### src/rtl/pcl_pkg.sv
// ----------------------------------------------------------------------------
// pcl_pkg
// Shared types and constants of the positional circular list: opcodes,
// status codes, controller states and the command and status bundles that
// join the controller and the datapath.
// ----------------------------------------------------------------------------
package pcl_pkg;

	// Field widths of one input transaction and one result transaction.
	localparam int OPCODE_W = 3;
	localparam int VALUE_W  = 32;
	localparam int POS_W    = 8;
	localparam int STATUS_W = 2;
	localparam int ELEM_W   = 32;
	localparam int COUNT_W  = 5;

	// Stream data widths, rounded up to whole bytes; the user field carries the status.
	localparam int S_TDATA_W = 48;
	localparam int M_TDATA_W = 40;
	localparam int M_TUSER_W = STATUS_W;

	localparam int DEF_CAPACITY   = 16;
	localparam int DEF_DATA_WIDTH = 32;

	typedef enum logic [OPCODE_W-1:0] {
		OP_INS_FRONT = 3'd0,
		OP_INS_BACK  = 3'd1,
		OP_DEL_FRONT = 3'd2,
		OP_DEL_BACK  = 3'd3,
		OP_INS_AT    = 3'd4,
		OP_DEL_AT    = 3'd5,
		OP_DUMP      = 3'd6
	} opcode_t;

	typedef enum logic [STATUS_W-1:0] {
		STS_OK     = 2'd0,
		STS_EMPTY  = 2'd1,
		STS_FULL   = 2'd2,
		STS_BADPOS = 2'd3
	} status_t;

	typedef enum logic [2:0] {
		S_IDLE,
		S_DECIDE,
		S_SHIFT,
		S_FIN,
		S_EMIT,
		S_DUMP_RD,
		S_DUMP_OUT
	} state_t;

	typedef enum logic [2:0] {
		IDX_HOLD,
		IDX_LOAD_COUNT,
		IDX_LOAD_POSM1,
		IDX_ZERO,
		IDX_INC,
		IDX_DEC
	} idx_op_t;

	typedef enum logic [1:0] {
		RD_IDX,
		RD_IDX_M1,
		RD_IDX_P1
	} rd_sel_t;

	typedef enum logic [1:0] {
		WR_HEAD_M1,
		WR_COUNT,
		WR_IDX
	} wr_sel_t;

	typedef enum logic [1:0] {
		HEAD_HOLD,
		HEAD_DEC,
		HEAD_INC
	} head_op_t;

	typedef enum logic [1:0] {
		CNT_HOLD,
		CNT_INC,
		CNT_DEC
	} cnt_op_t;

	// Controller to datapath.
	typedef struct packed {
		logic     load;
		idx_op_t  idx_op;
		logic     rd_en;
		rd_sel_t  rd_sel;
		logic     mv;
		logic     wr_val;
		wr_sel_t  wr_sel;
		head_op_t head_op;
		cnt_op_t  cnt_op;
		logic     st_load;
		status_t  st;
		logic     emit_one;
		logic     emit_elem;
	} pcl_cmd_t;

	// Datapath to controller.
	typedef struct packed {
		opcode_t op;
		logic    empty;
		logic    full;
		logic    pos_ok_ins;
		logic    pos_ok_del;
		logic    more;
		logic    pend;
		logic    out_free;
		logic    dump_last;
	} pcl_stat_t;

endpackage

### src/rtl/pcl_ctrl.sv
// ----------------------------------------------------------------------------
// pcl_ctrl
// Controller of the positional circular list. Decodes each operation,
// sequences the entry moves of positional insert and delete, and paces the
// dump against the result register.
// ----------------------------------------------------------------------------
module pcl_ctrl (
	input  logic                clk,
	input  logic                arst_n,
	input  logic                s_tvalid,
	output logic                s_tready,
	input  pcl_pkg::pcl_stat_t  stat,
	output pcl_pkg::pcl_cmd_t   cmd
);
	import pcl_pkg::*;

	state_t state_q;
	state_t state_d;

	always_ff @(posedge clk or negedge arst_n) begin
		if (!arst_n) begin
			state_q <= S_IDLE;
		end else begin
			state_q <= state_d;
		end
	end

	always_comb begin
		state_d      = state_q;
		s_tready     = 1'b0;
		cmd          = '0;
		cmd.idx_op   = IDX_HOLD;
		cmd.rd_sel   = RD_IDX;
		cmd.wr_sel   = WR_IDX;
		cmd.head_op  = HEAD_HOLD;
		cmd.cnt_op   = CNT_HOLD;
		cmd.st       = STS_OK;
		case (state_q)
			S_IDLE: begin
				s_tready = 1'b1;
				if (s_tvalid) begin
					cmd.load = 1'b1;
					state_d  = S_DECIDE;
				end
			end
			S_DECIDE: begin
				cmd.st_load = 1'b1;
				cmd.st      = STS_OK;
				state_d     = S_EMIT;
				case (stat.op)
					OP_INS_FRONT: begin
						if (stat.full) begin
							cmd.st = STS_FULL;
						end else begin
							cmd.wr_val  = 1'b1;
							cmd.wr_sel  = WR_HEAD_M1;
							cmd.head_op = HEAD_DEC;
							cmd.cnt_op  = CNT_INC;
						end
					end
					OP_INS_BACK: begin
						if (stat.full) begin
							cmd.st = STS_FULL;
						end else begin
							cmd.wr_val = 1'b1;
							cmd.wr_sel = WR_COUNT;
							cmd.cnt_op = CNT_INC;
						end
					end
					OP_DEL_FRONT: begin
						if (stat.empty) begin
							cmd.st = STS_EMPTY;
						end else begin
							cmd.head_op = HEAD_INC;
							cmd.cnt_op  = CNT_DEC;
						end
					end
					OP_DEL_BACK: begin
						if (stat.empty) begin
							cmd.st = STS_EMPTY;
						end else begin
							cmd.cnt_op = CNT_DEC;
						end
					end
					OP_INS_AT: begin
						// The position is checked before fullness.
						if (!stat.pos_ok_ins) begin
							cmd.st = STS_BADPOS;
						end else if (stat.full) begin
							cmd.st = STS_FULL;
						end else begin
							cmd.idx_op = IDX_LOAD_COUNT;
							state_d    = S_SHIFT;
						end
					end
					OP_DEL_AT: begin
						if (stat.empty) begin
							cmd.st = STS_EMPTY;
						end else if (!stat.pos_ok_del) begin
							cmd.st = STS_BADPOS;
						end else begin
							cmd.idx_op = IDX_LOAD_POSM1;
							state_d    = S_SHIFT;
						end
					end
					OP_DUMP: begin
						if (stat.empty) begin
							cmd.st = STS_EMPTY;
						end else begin
							cmd.idx_op = IDX_ZERO;
							state_d    = S_DUMP_RD;
						end
					end
					default: begin
						cmd.st = STS_OK;
					end
				endcase
			end
			S_SHIFT: begin
				// One entry move issued per cycle; its write lands in the following cycle.
				if (stat.more) begin
					cmd.rd_en = 1'b1;
					cmd.mv    = 1'b1;
					if (stat.op == OP_INS_AT) begin
						cmd.rd_sel = RD_IDX_M1;
						cmd.idx_op = IDX_DEC;
					end else begin
						cmd.rd_sel = RD_IDX_P1;
						cmd.idx_op = IDX_INC;
					end
				end else begin
					state_d = S_FIN;
				end
			end
			S_FIN: begin
				if (!stat.pend) begin
					if (stat.op == OP_INS_AT) begin
						cmd.wr_val = 1'b1;
						cmd.wr_sel = WR_IDX;
						cmd.cnt_op = CNT_INC;
					end else begin
						cmd.cnt_op = CNT_DEC;
					end
					state_d = S_EMIT;
				end
			end
			S_EMIT: begin
				if (stat.out_free) begin
					cmd.emit_one = 1'b1;
					state_d      = S_IDLE;
				end
			end
			S_DUMP_RD: begin
				cmd.rd_en  = 1'b1;
				cmd.rd_sel = RD_IDX;
				state_d    = S_DUMP_OUT;
			end
			S_DUMP_OUT: begin
				if (stat.out_free) begin
					cmd.emit_elem = 1'b1;
					cmd.idx_op    = IDX_INC;
					if (stat.dump_last) begin
						state_d = S_IDLE;
					end else begin
						cmd.rd_en  = 1'b1;
						cmd.rd_sel = RD_IDX_P1;
					end
				end
			end
			default: begin
				state_d = S_IDLE;
			end
		endcase
	end

	a_load_then_decide: assert property (@(posedge clk) disable iff (!arst_n)
		cmd.load |=> state_q == S_DECIDE)
		else $error("accepted transaction was not followed by decode");

endmodule

### src/rtl/pcl_dp.sv
// ----------------------------------------------------------------------------
// pcl_dp
// Datapath of the positional circular list: the ring store with one write
// and one registered read port, head and count registers, the walk index,
// the entry move stage and the result register.
// ----------------------------------------------------------------------------
module pcl_dp #(
	parameter int CAPACITY   = pcl_pkg::DEF_CAPACITY,
	parameter int DATA_WIDTH = pcl_pkg::DEF_DATA_WIDTH
) (
	input  logic                                 clk,
	input  logic                                 arst_n,
	input  logic [pcl_pkg::OPCODE_W-1:0]         in_opcode,
	input  logic signed [pcl_pkg::VALUE_W-1:0]   in_value,
	input  logic [pcl_pkg::POS_W-1:0]            in_position,
	input  pcl_pkg::pcl_cmd_t                    cmd,
	output pcl_pkg::pcl_stat_t                   stat,
	input  logic                                 m_tready,
	output logic                                 m_tvalid,
	output pcl_pkg::status_t                     m_status,
	output logic signed [pcl_pkg::ELEM_W-1:0]    m_element,
	output logic [pcl_pkg::COUNT_W-1:0]          m_count,
	output logic                                 m_last
);
	import pcl_pkg::*;

	localparam int IW   = $clog2(CAPACITY);
	localparam int CW   = $clog2(CAPACITY + 1);
	localparam int CMPW = ((CW > POS_W) ? CW : POS_W) + 1;

	// Ring position of a logical index: one compare and subtract.
	function automatic logic [IW-1:0] slot_of(input logic [IW-1:0] h,
		input logic [CW-1:0] l);
		logic [CW:0] s;
		s = (CW+1)'(h) + (CW+1)'(l);
		if (s >= (CW+1)'(CAPACITY)) begin
			s = s - (CW+1)'(CAPACITY);
		end
		return s[IW-1:0];
	endfunction

	logic [DATA_WIDTH-1:0] mem [CAPACITY];
	logic [DATA_WIDTH-1:0] rdata_q;

	opcode_t               op_q;
	logic [DATA_WIDTH-1:0] val_q;
	logic [POS_W-1:0]      pos_q;
	status_t               st_q;
	logic [IW-1:0]         head_q;
	logic [CW-1:0]         count_q;
	logic [CW-1:0]         idx_q;

	logic                  wv_s1;
	logic [IW-1:0]         wa_s1;

	logic                  out_valid_q;
	status_t               out_status_q;
	logic [ELEM_W-1:0]     out_elem_q;
	logic [COUNT_W-1:0]    out_count_q;
	logic                  out_last_q;

	logic signed [63:0]           val_ext;
	logic signed [DATA_WIDTH-1:0] rd_signed;
	logic signed [63:0]           rd_ext;
	logic [IW-1:0]                head_dec;
	logic [IW-1:0]                head_inc;
	logic [CW-1:0]                idx_m1;
	logic [CW-1:0]                idx_p1;
	logic [IW-1:0]                raddr;
	logic [IW-1:0]                vaddr;
	logic [CMPW-1:0]              pos_w;
	logic [CMPW-1:0]              cnt_w;
	logic [CMPW-1:0]              idx_w;
	logic [CW+4:0]                cnt_wide;
	logic                         out_free;

	assign val_ext   = 64'(in_value);
	assign rd_signed = rdata_q;
	assign rd_ext    = 64'(rd_signed);
	assign head_dec  = (head_q == '0) ? IW'(CAPACITY - 1) : head_q - 1'b1;
	assign head_inc  = (head_q == IW'(CAPACITY - 1)) ? '0 : head_q + 1'b1;
	assign idx_m1    = idx_q - 1'b1;
	assign idx_p1    = idx_q + 1'b1;
	assign pos_w     = CMPW'(pos_q);
	assign cnt_w     = CMPW'(count_q);
	assign idx_w     = CMPW'(idx_q);
	assign cnt_wide  = (CW+5)'(count_q);
	assign out_free  = !out_valid_q || m_tready;

	always_comb begin
		case (cmd.rd_sel)
			RD_IDX_M1: raddr = slot_of(head_q, idx_m1);
			RD_IDX_P1: raddr = slot_of(head_q, idx_p1);
			default:   raddr = slot_of(head_q, idx_q);
		endcase
		case (cmd.wr_sel)
			WR_HEAD_M1: vaddr = head_dec;
			WR_COUNT:   vaddr = slot_of(head_q, count_q);
			default:    vaddr = slot_of(head_q, idx_q);
		endcase
	end

	always_comb begin
		stat            = '0;
		stat.op         = op_q;
		stat.empty      = (count_q == '0);
		stat.full       = (count_q == CW'(CAPACITY));
		stat.pos_ok_ins = (pos_q != '0) && (pos_w <= cnt_w + 1'b1);
		stat.pos_ok_del = (pos_q != '0) && (pos_w <= cnt_w);
		// Insert walks down to pos-1, delete walks up to count-1.
		stat.more       = (op_q == OP_INS_AT) ? (idx_w >= pos_w) : (idx_w + 1'b1 < cnt_w);
		stat.pend       = wv_s1;
		stat.out_free   = out_free;
		stat.dump_last  = (idx_w + 1'b1 == cnt_w);
	end

	// Ring store: a pending entry move has the write port before a new value.
	always_ff @(posedge clk) begin
		if (wv_s1) begin
			mem[wa_s1] <= rdata_q;
		end else if (cmd.wr_val) begin
			mem[vaddr] <= val_q;
		end
		if (cmd.rd_en) begin
			rdata_q <= mem[raddr];
		end
	end

	always_ff @(posedge clk) begin
		if (cmd.load) begin
			op_q  <= opcode_t'(in_opcode);
			val_q <= val_ext[DATA_WIDTH-1:0];
			pos_q <= in_position;
		end
		if (cmd.st_load) begin
			st_q <= cmd.st;
		end
		if (cmd.mv) begin
			wa_s1 <= slot_of(head_q, idx_q);
		end
	end

	always_ff @(posedge clk or negedge arst_n) begin
		if (!arst_n) begin
			head_q  <= '0;
			count_q <= '0;
			idx_q   <= '0;
			wv_s1   <= 1'b0;
		end else begin
			wv_s1 <= cmd.mv;
			case (cmd.head_op)
				HEAD_DEC: head_q <= head_dec;
				HEAD_INC: head_q <= head_inc;
				default:  head_q <= head_q;
			endcase
			case (cmd.cnt_op)
				CNT_INC: count_q <= count_q + 1'b1;
				CNT_DEC: count_q <= count_q - 1'b1;
				default: count_q <= count_q;
			endcase
			case (cmd.idx_op)
				IDX_LOAD_COUNT: idx_q <= count_q;
				IDX_LOAD_POSM1: idx_q <= CW'(pos_q - POS_W'(1));
				IDX_ZERO:       idx_q <= '0;
				IDX_INC:        idx_q <= idx_p1;
				IDX_DEC:        idx_q <= idx_m1;
				default:        idx_q <= idx_q;
			endcase
		end
	end

	// Result register.
	always_ff @(posedge clk or negedge arst_n) begin
		if (!arst_n) begin
			out_valid_q <= 1'b0;
		end else if (cmd.emit_one || cmd.emit_elem) begin
			out_valid_q <= 1'b1;
		end else if (m_tready) begin
			out_valid_q <= 1'b0;
		end
	end

	always_ff @(posedge clk) begin
		if (cmd.emit_one) begin
			out_status_q <= st_q;
			out_elem_q   <= '0;
			out_count_q  <= cnt_wide[COUNT_W-1:0];
			out_last_q   <= 1'b1;
		end else if (cmd.emit_elem) begin
			out_status_q <= STS_OK;
			out_elem_q   <= rd_ext[ELEM_W-1:0];
			out_count_q  <= cnt_wide[COUNT_W-1:0];
			out_last_q   <= stat.dump_last;
		end
	end

	assign m_tvalid  = out_valid_q;
	assign m_status  = out_status_q;
	assign m_element = out_elem_q;
	assign m_count   = out_count_q;
	assign m_last    = out_last_q;

	a_count_bound: assert property (@(posedge clk) disable iff (!arst_n)
		count_q <= CW'(CAPACITY))
		else $error("element count exceeds capacity");

	a_write_port: assert property (@(posedge clk) disable iff (!arst_n)
		!(wv_s1 && cmd.wr_val))
		else $error("entry move and value write collide on the write port");

	a_count_step: assert property (@(posedge clk) disable iff (!arst_n)
		1'b1 |=> (count_q == $past(count_q)) || (count_q == $past(count_q) + 1'b1)
			|| ($past(count_q) == count_q + 1'b1))
		else $error("element count moved by more than one");

endmodule

### src/rtl/positional_circular_list.sv
// ----------------------------------------------------------------------------
// positional_circular_list
// Positional circular list: an ordered list of up to CAPACITY signed words held in a
// ring store, taking one operation per input transaction (insert or delete at front,
// back or a 1-based position, or dump in order). Operations run one at a time; the
// next transaction is taken in the cycle after the previous result is loaded, while
// that result may still wait on the output. Front and back operations and all errors
// go from decode to the emit state, which loads the result once the output is free.
// Positional insert moves count-pos+1 entries and positional delete count-pos, one
// entry move per cycle through the store's single read and write port, then drains
// the last write and finishes. A dump reads its first element after decode and then
// loads one result per element per cycle while the output is taken. The store needs
// no clearing after reset.
// ----------------------------------------------------------------------------
module positional_circular_list #(
	parameter int CAPACITY   = pcl_pkg::DEF_CAPACITY,
	parameter int DATA_WIDTH = pcl_pkg::DEF_DATA_WIDTH
) (
	input  logic                           clk,
	input  logic                           arst_n,
	input  logic                           s_tvalid,
	output logic                           s_tready,
	// opcode[2:0], value[34:3], position[42:35], zero fill above
	input  logic [pcl_pkg::S_TDATA_W-1:0]  s_tdata,
	output logic                           m_tvalid,
	input  logic                           m_tready,
	// element[31:0], element_count[36:32], zero fill above
	output logic [pcl_pkg::M_TDATA_W-1:0]  m_tdata,
	// status[1:0]
	output logic [pcl_pkg::M_TUSER_W-1:0]  m_tuser,
	output logic                           m_tlast
);
	import pcl_pkg::*;

	localparam int VAL_LO = OPCODE_W;
	localparam int POS_LO = OPCODE_W + VALUE_W;

	pcl_cmd_t             cmd;
	pcl_stat_t            stat;
	status_t              m_status;
	logic [ELEM_W-1:0]    m_element;
	logic [COUNT_W-1:0]   m_count;

	pcl_ctrl u_ctrl (
		.clk      (clk),
		.arst_n   (arst_n),
		.s_tvalid (s_tvalid),
		.s_tready (s_tready),
		.stat     (stat),
		.cmd      (cmd)
	);

	pcl_dp #(
		.CAPACITY   (CAPACITY),
		.DATA_WIDTH (DATA_WIDTH)
	) u_dp (
		.clk         (clk),
		.arst_n      (arst_n),
		.in_opcode   (s_tdata[OPCODE_W-1:0]),
		.in_value    (s_tdata[VAL_LO +: VALUE_W]),
		.in_position (s_tdata[POS_LO +: POS_W]),
		.cmd         (cmd),
		.stat        (stat),
		.m_tready    (m_tready),
		.m_tvalid    (m_tvalid),
		.m_status    (m_status),
		.m_element   (m_element),
		.m_count     (m_count),
		.m_last      (m_tlast)
	);

	assign m_tdata = M_TDATA_W'({m_count, m_element});
	assign m_tuser = m_status;

endmodule

### config.mk
export PLATFORM = sky130hd
export DESIGN_NAME = positional_circular_list
export DESIGN_NICKNAME = d
export VERILOG_FILES = /design/src/rtl/pcl_pkg.sv /design/src/rtl/pcl_ctrl.sv /design/src/rtl/pcl_dp.sv /design/src/rtl/positional_circular_list.sv
export SDC_FILE = /design/constraint.sdc
export NUM_CORES = 1
export LEC_CHECK = 0
export BUFFER_PORTS_ARGS = -buffer_cell sky130_fd_sc_hd__clkbuf_2
export CAP_MARGIN = 20
export CELL_PAD_IN_SITES_DETAIL_PLACEMENT = 0
export CELL_PAD_IN_SITES_GLOBAL_PLACEMENT = 1
export CORE_UTILIZATION = 30
export CTS_CLUSTER_DIAMETER = 100
export DETAILED_ROUTE_END_ITERATION = 6
export PLACE_DENSITY_LB_ADDON = 0.1
export SYNTH_ARGS = -nofsm -noshare
export SYNTH_HDL_FRONTEND = slang
export SYNTH_SLANG_ARGS = --single-unit
### constraint.sdc
create_clock -name clk -period 5.99 [get_ports clk]
set_input_delay 0.599 -clock clk [delete_from_list [all_inputs] [get_ports clk]]
set_output_delay 0.599 -clock clk [all_outputs]
set_load 0.005 [all_outputs]
* Word-level counts from Yosys, hierarchy flattened
Memory sizes are Yosys's and may differ from the RTL's. A register that Yosys moved wholly into a read port is not among the register bits. Index checks and enable logic that the tools add are counted.
Storage, ports and cells: register bits after elaboration 108, bits in writable memories 512, bits of input ports 52, output and inout port bits 45, memories kept 1
Operators by class: add/sub/neg operators 17, magnitude comparators 8, equal/unequal tests 33, mux-type cells 80, reduce and logical (&&, ||, !) cells 20
Memory list:
- u_dp.mem | depth 16, width 32, read ports 1, clocked after memory_dff 1, write ports 1, line pcl_dp.sv:42 | logic [DATA_WIDTH-1:0] mem [CAPACITY];
Operators by type and width (number):
- two-way mux 3 bit | 17
- case mux 3 bit (3 select lines) | 4
- two-way mux 32 bit | 1
- two-way mux 4 bit | 8
- OR reduction 32 bit | 1
- case mux 5 bit (5 select lines) | 1
- adder 4 x 5 -> 6 bit | 4
- equality test 3 bit, second input constant | 8
- >= comparator 6 x 5 -> 1 bit, second input constant | 4
- two-way mux 2 bit | 12
- case mux 4 bit (2 select lines) | 3
- two-way mux 1 bit | 21
- case mux 3 bit (7 select lines) | 1
- subtractor 4 x 1 -> 4 bit, second input constant | 5
- equality test 3 x 2 -> 1 bit, second input constant | 6
- case mux 2 bit (4 select lines) | 2
- subtractor 5 x 1 -> 5 bit, second input constant | 3
- two-way mux 7 bit | 2
- adder 5 x 1 -> 6 bit, second input constant | 2
- case mux 3 bit (2 select lines) | 2
- adder 5 x 1 -> 5 bit, second input constant | 2
- two-way mux 5 bit | 2
- case mux 5 bit (2 select lines) | 1
- equality test 3 x 1 -> 1 bit, second input constant | 3
- other kinds (27) | 43

* Longest topological paths before layout
depth after elaboration 9, mapped depth 19, mapped depth without buffers 17

* Modules after synthesis
From an unflattened synthesis, not the netlist that was laid out.
Second synthesis, totals: cell total of the unflattened synthesis 2046, area, all modules 32152.1 µm²
By module, submodules not included:
- pcl_dp | times used 1, cells each 1958, area each 31560.3 µm²
- pcl_ctrl | times used 1, cells each 84, area each 565.5 µm²
- positional_circular_list | times used 1, cells each 4, area each 26.3 µm²

* Least setup slack after synthesis
Ideal clock, no wire load.
path type register to register, start register u_dp.idx_q[2], end register u_dp.rdata_q[11], in the netlist u_dp.rd_signed[11], read port of u_dp.mem (data pin), setup time 0.261 ns, arrival time 4.250 ns, data required time 5.729 ns, slack 1.479 ns, cell stages (with the launch flop) 20, buffers on the path 3, cell sequence dfrtp_1 > buf_2 > nand3_1 > and2_1 > or2_2 > ha_1 > and3_1 > o2111ai_1 > nand3_1 > nand2_1 > ha_1 > xnor2_1 > inv_1 > fa_1 > mux2i_1 > buf_1 > clkbuf_1 > mux4_2 > mux2i_1 > mux2i_1
Between the ends: longest elaborated chain between the ends 7
RTL lines:
- start: declaration | line pcl_dp.sv:51 | logic [CW-1:0] idx_q;
- start signal: assignment | line pcl_dp.sv:162 | IDX_LOAD_COUNT: idx_q <= count_q;
- start signal: assignment | line pcl_dp.sv:163 | IDX_LOAD_POSM1: idx_q <= CW'(pos_q - POS_W'(1));
- start signal: assignment | line pcl_dp.sv:165 | IDX_INC: idx_q <= idx_p1;
- adder 5 x 1 -> 6 bit | line pcl_dp.sv:111, pcl_dp.sv:114
- less-than comparator 9 x 5 -> 1 bit / equality test 9 x 5 -> 1 bit (equally long branches) | line pcl_dp.sv:111, pcl_dp.sv:114
- two-way mux 1 bit / two-way mux 3 bit (equally long branches) | line pcl_dp.sv:111, pcl_ctrl.sv:162
- two-way mux 7 bit / two-way mux 6 bit (equally long branches) | line pcl_ctrl.sv:121, pcl_ctrl.sv:159
- case mux 3 bit (3 select lines) | line pcl_ctrl.sv:38 | case (state_q)
- equality test 2 bit / equality test 2 x 1 -> 1 bit (equally long branches) | line pcl_dp.sv:91 | case (cmd.rd_sel)
- case mux 4 bit (2 select lines) | line pcl_dp.sv:91
- end: declaration | line pcl_dp.sv:43 | logic [DATA_WIDTH-1:0] rdata_q;
Parallel ways exist; a longest one is shown, timed or not. A chain may end at the register's enable or synchronous reset.

* Worst setup path after layout
start register u_dp.idx_q[0], end register u_dp.rdata_q[18], in the netlist u_dp.rd_signed[18], read port of u_dp.mem (data pin)
The elaborated chain is that of the path after synthesis.

==> results.md <==
* DRT antenna net count at 0
* Drt via density at 4.84
* Syn. warnings at 0
* # diodes at 0
* Synth Instances at 1450
* Total Power at 21.4 mW
* Die Ht at 301 microns
* Flop pwr share at 30.9%
* Starting Density at 30.3%
* RSZ-0062 raised after global routing: false
* Min Hold Slack at 137 ps
* Number of cells after detailed placement at 2693
* Post-DP HPWL at 39000 microns
* Initial antenna violation count at 0
* Synth Cell Area at 26800 sq um
* Crit path DAT at 5910 ps
* Relative max-transition margin at 28.7%
* Num CTS Buffers at 77
* Sw frac at 35.7%
* Clock latency on the worst-skew pair at 630 ps
* Clk slew on worst S/H paths at 60 ps
* CP Max Fanout at 40
* Synth cell types at 74
* Total Wirelength at 69900 microns
* Slew at the pin closest to its max-slew limit at 1060 ps
* Setup TNS at 0 ps
* Worst Clk Skew at 34.4 ps
* Post-layout nets at 1709
* Total gr overflow at 0
* CTS Sinks at 652
* Power density over the cells at 674 nW/um^2
* Critical Path RT at 6290 ps
* Initial DRT Pass Iterations at 5
* Clk buf depth at 3
* Max-Cap Viols at 0
* TritonCTS clock tree: built
* DRC Markers at 0
* Fraction of layout cells with a size suffix above 1 at 27.5%
* I/O Pins at 97
* Top_reg_cell synth: edfxtp_1
* CP Class: flop to flop
* CP startpoint kind: flop
* H-tree depth at 3
* Post-synth ARST share at 2.91%
* VDD IR-drop max at 0.000581 V
* Rows at 109
* Logic pwr share at 46.8%
* Postcts setup bufs at 0
* Total track usage at 15.7%
* Final setup fails at 0
* Synth-to-Final Area Change at 18.8%
* Total core area at 88400 sq um
* Post-DR wirelength/cell at 24.6 microns
* Die area at 90400 sq um
* Largest net degree at the start of global routing at 60
* Int Pwr at 13.8 mW
* Fmax at 178 MHz
* Final Cycle Share at 93.7%
* Final hold violations at 0
* Die width at 301 microns
* Initial DRC Count at 817
* Slew Limit Fails at 0
* Via count of the first global-routing pass at 14445
* Number of enable flip-flop cells after synthesis at 600
* Hold Crit Class: primary input to flop
* Port bufs at 88
* Switching pwr at 7.64 mW
* Seq cells post-synth at 652
* First-pass GRT wire length at 102000 microns
* Vias post-DR at 13730
* Syn avg cell area at 18.5 sq um
* Shortest period the worst path allows at 5610 ps
* Seq/Total Area, Yosys at 71.6%
* Clk root buf: clkbuf_16
* Part of the power in the clock network at 22.3%
* Placer's final routability congestion estimate at 0.764
* CP Capture Type: flop
* Non-filler cells, final at 2837
* Lkg Pwr at 10.9 nW
* Status: finished, final reports clean
==> power groups by stage <==
stage | clock network, mW | logic (mW) | registers [mW]
floorplan | 0 | 7.08 | 6.58
global placement | 0 | 10.3 | 6.73
detailed placement | 0 | 10.3 | 6.73
CTS | 4.92 | 10.4 | 6.64
global route | 5.07 | 11.0 | 6.68
finish | 4.77 | 10.0 | 6.63
==> per-stage QoR <==
| step | cell area [sq um] | utilization (%) | worst slack, ps |
|---|---|---|---|
| floorplan | 26800 | - | 1480 |
| global placement | 29200 | 33.0 | 384 |
| detailed placement | 29200 | 33.0 | 397 |
| CTS | 31800 | 36.0 | 355 |
| global route | 31800 | 36.0 | 109 |
| finish | 31800 | 36.0 | 378 |
==> placed cells by master, fill, tap and decap left out, types with 7 or more instances in the layout <==
| master | netlist | routed |
|---|---|---|
| a21o_1 | 10 | 10 |
| a21oi_1 | 20 | 20 |
| buf_12 | 0 | 16 |
| buf_4 | 6 | 44 |
| bufinv_16 | 0 | 7 |
| clkbuf_1 | 32 | 27 |
| clkbuf_16 | 0 | 79 |
| clkbuf_2 | 0 | 88 |
| clkbuf_8 | 0 | 11 |
| clkinv_2 | 0 | 7 |
| dfrtp_1 | 19 | 18 |
| dfxtp_1 | 33 | 33 |
| edfxtp_1 | 600 | 600 |
| ha_1 | 45 | 45 |
| inv_1 | 32 | 32 |
| mux2_2 | 35 | 35 |
| mux2i_1 | 107 | 106 |
| mux4_2 | 128 | 128 |
| nand2_1 | 90 | 90 |
| nand2b_1 | 8 | 8 |
| nand3_1 | 49 | 49 |
| nor2_1 | 33 | 17 |
| nor2_4 | 0 | 16 |
| nor3_1 | 14 | 14 |
| nor3b_1 | 7 | 7 |
| o21ai_0 | 21 | 20 |
| xnor2_1 | 17 | 16 |
| xor2_1 | 9 | 9 |
==> kinds of logic (layout without fill, tap and decap cells) <==
group / Yosys count / after routing / synth area share [%]
flip-flops: 652 / 652 / 71.6
multiplexers: 270 / 270 / 16.3
AND/OR/NAND/NOR: 245 / 245 / 4.61
buffers and inverters: 105 / 325 / 1.72
AO/OA/AOI/OAI: 101 / 101 / 2.51
adder cells (fa/ha/maj): 49 / 49 / 2.40
XOR/XNOR: 27 / 27 / 0.912
other: 1 / 3 / 0.0140
==> state kept, by name, summed over array words and instances, names as in the netlist, 4 cells and up <==
| signal | flops |
|---|---|
| u_dp.count_q | 5 |
| u_dp.pos_q | 8 |
| u_dp.m_element | 32 |
| u_dp.val_q | 32 |
| u_dp.head_q | 4 |
| u_dp.m_count | 5 |
| u_dp.rd_signed | 32 |
| u_dp.mem | 512 |
| u_dp.wa_s1 | 4 |
| u_dp.idx_q | 5 |
==> timing repair <==
action                                  in CTS  in global routing
endpoints found under the setup margin       0                  0
endpoints found under the hold margin       19                  0
resized for setup                            0                  0
hold buffers                                 1                  0
==> metal layers <==
layer,global-route usage [%],up-vias,wire length (microns)
met5,0,-,0
met4,4.18,0,1510
met3,2.64,93,2260
met2,25.8,224,33700
met1,21.6,7287,32400
li1,-,6126,-
==> cells in the mapped netlist (4+ instances only) <==
master,number,area [sq um]
buf_4,6,45.0
mux2_2,35,394
edfxtp_1,600,18000
fa_1,4,80.1
xnor2_1,17,149
a21o_1,10,75.1
mux2i_1,107,1070
nor2_1,33,124
a31oi_1,5,31.3
xor2_1,9,78.8
buf_2,22,110
inv_1,32,120
nand2_1,90,338
a21oi_1,20,100
and2_1,4,25.0
mux4_2,128,2880
o21bai_1,4,30.0
nand3_1,49,245
nor3b_1,7,52.6
nor2b_1,6,37.5
dfxtp_1,33,661
nand2b_1,8,50.1
o21ai_1,5,25.0
nor4_1,4,25.0
nor3_1,14,70.1
dfrtp_1,19,475
ha_1,45,563
o21ai_0,21,105
buf_1,10,37.5
clkbuf_1,32,120
==> layout make-up <==
type	instances	area [sq um]
Fill cell	8319	56600
Inverter	33	124
Clock buffer	117	2230
Timing Repair Buffer	149	1100
Clock inverter	26	374
Multi-Input combinational cell	695	7340
Sequential cell	652	19200
Tap cell	1165	1460
==> worst paths after layout <==
path | start | to | slack, ps | depth (start not counted)
max in group asynchronous | arst_n | u_ctrl.state_q[1] | 5010 | 2
worst max register to register | u_dp.idx_q[0] | u_dp.rd_signed[18] | 380 | 17
worst min-delay path | s_tdata[27] | u_dp.val_q[24] | 140 | 1
worst max-delay path | u_dp.idx_q[0] | u_dp.rd_signed[18] | 380 | 17
min in group asynchronous | arst_n | u_dp.count_q[1] | 540 | 2
worst min register to register | u_dp.m_element[7] | u_dp.m_element[7] | 440 | 2
==> worst max-delay path, cell delays in order, from the launching register on <==
cell	delay, ps
dfrtp_1	580
nand3_1	310
and2_1	260
or2_2	310
ha_1	310
and3_1	180
o2111ai_1	220
nand3_1	380
nand2_1	180
ha_1	250
xnor2_1	190
inv_1	100
fa_1	520
mux2i_4	460
buf_12	350
mux4_2	360
mux2i_1	150
mux2i_1	160
No activity file was read; power rests on OpenSTA's default activity.
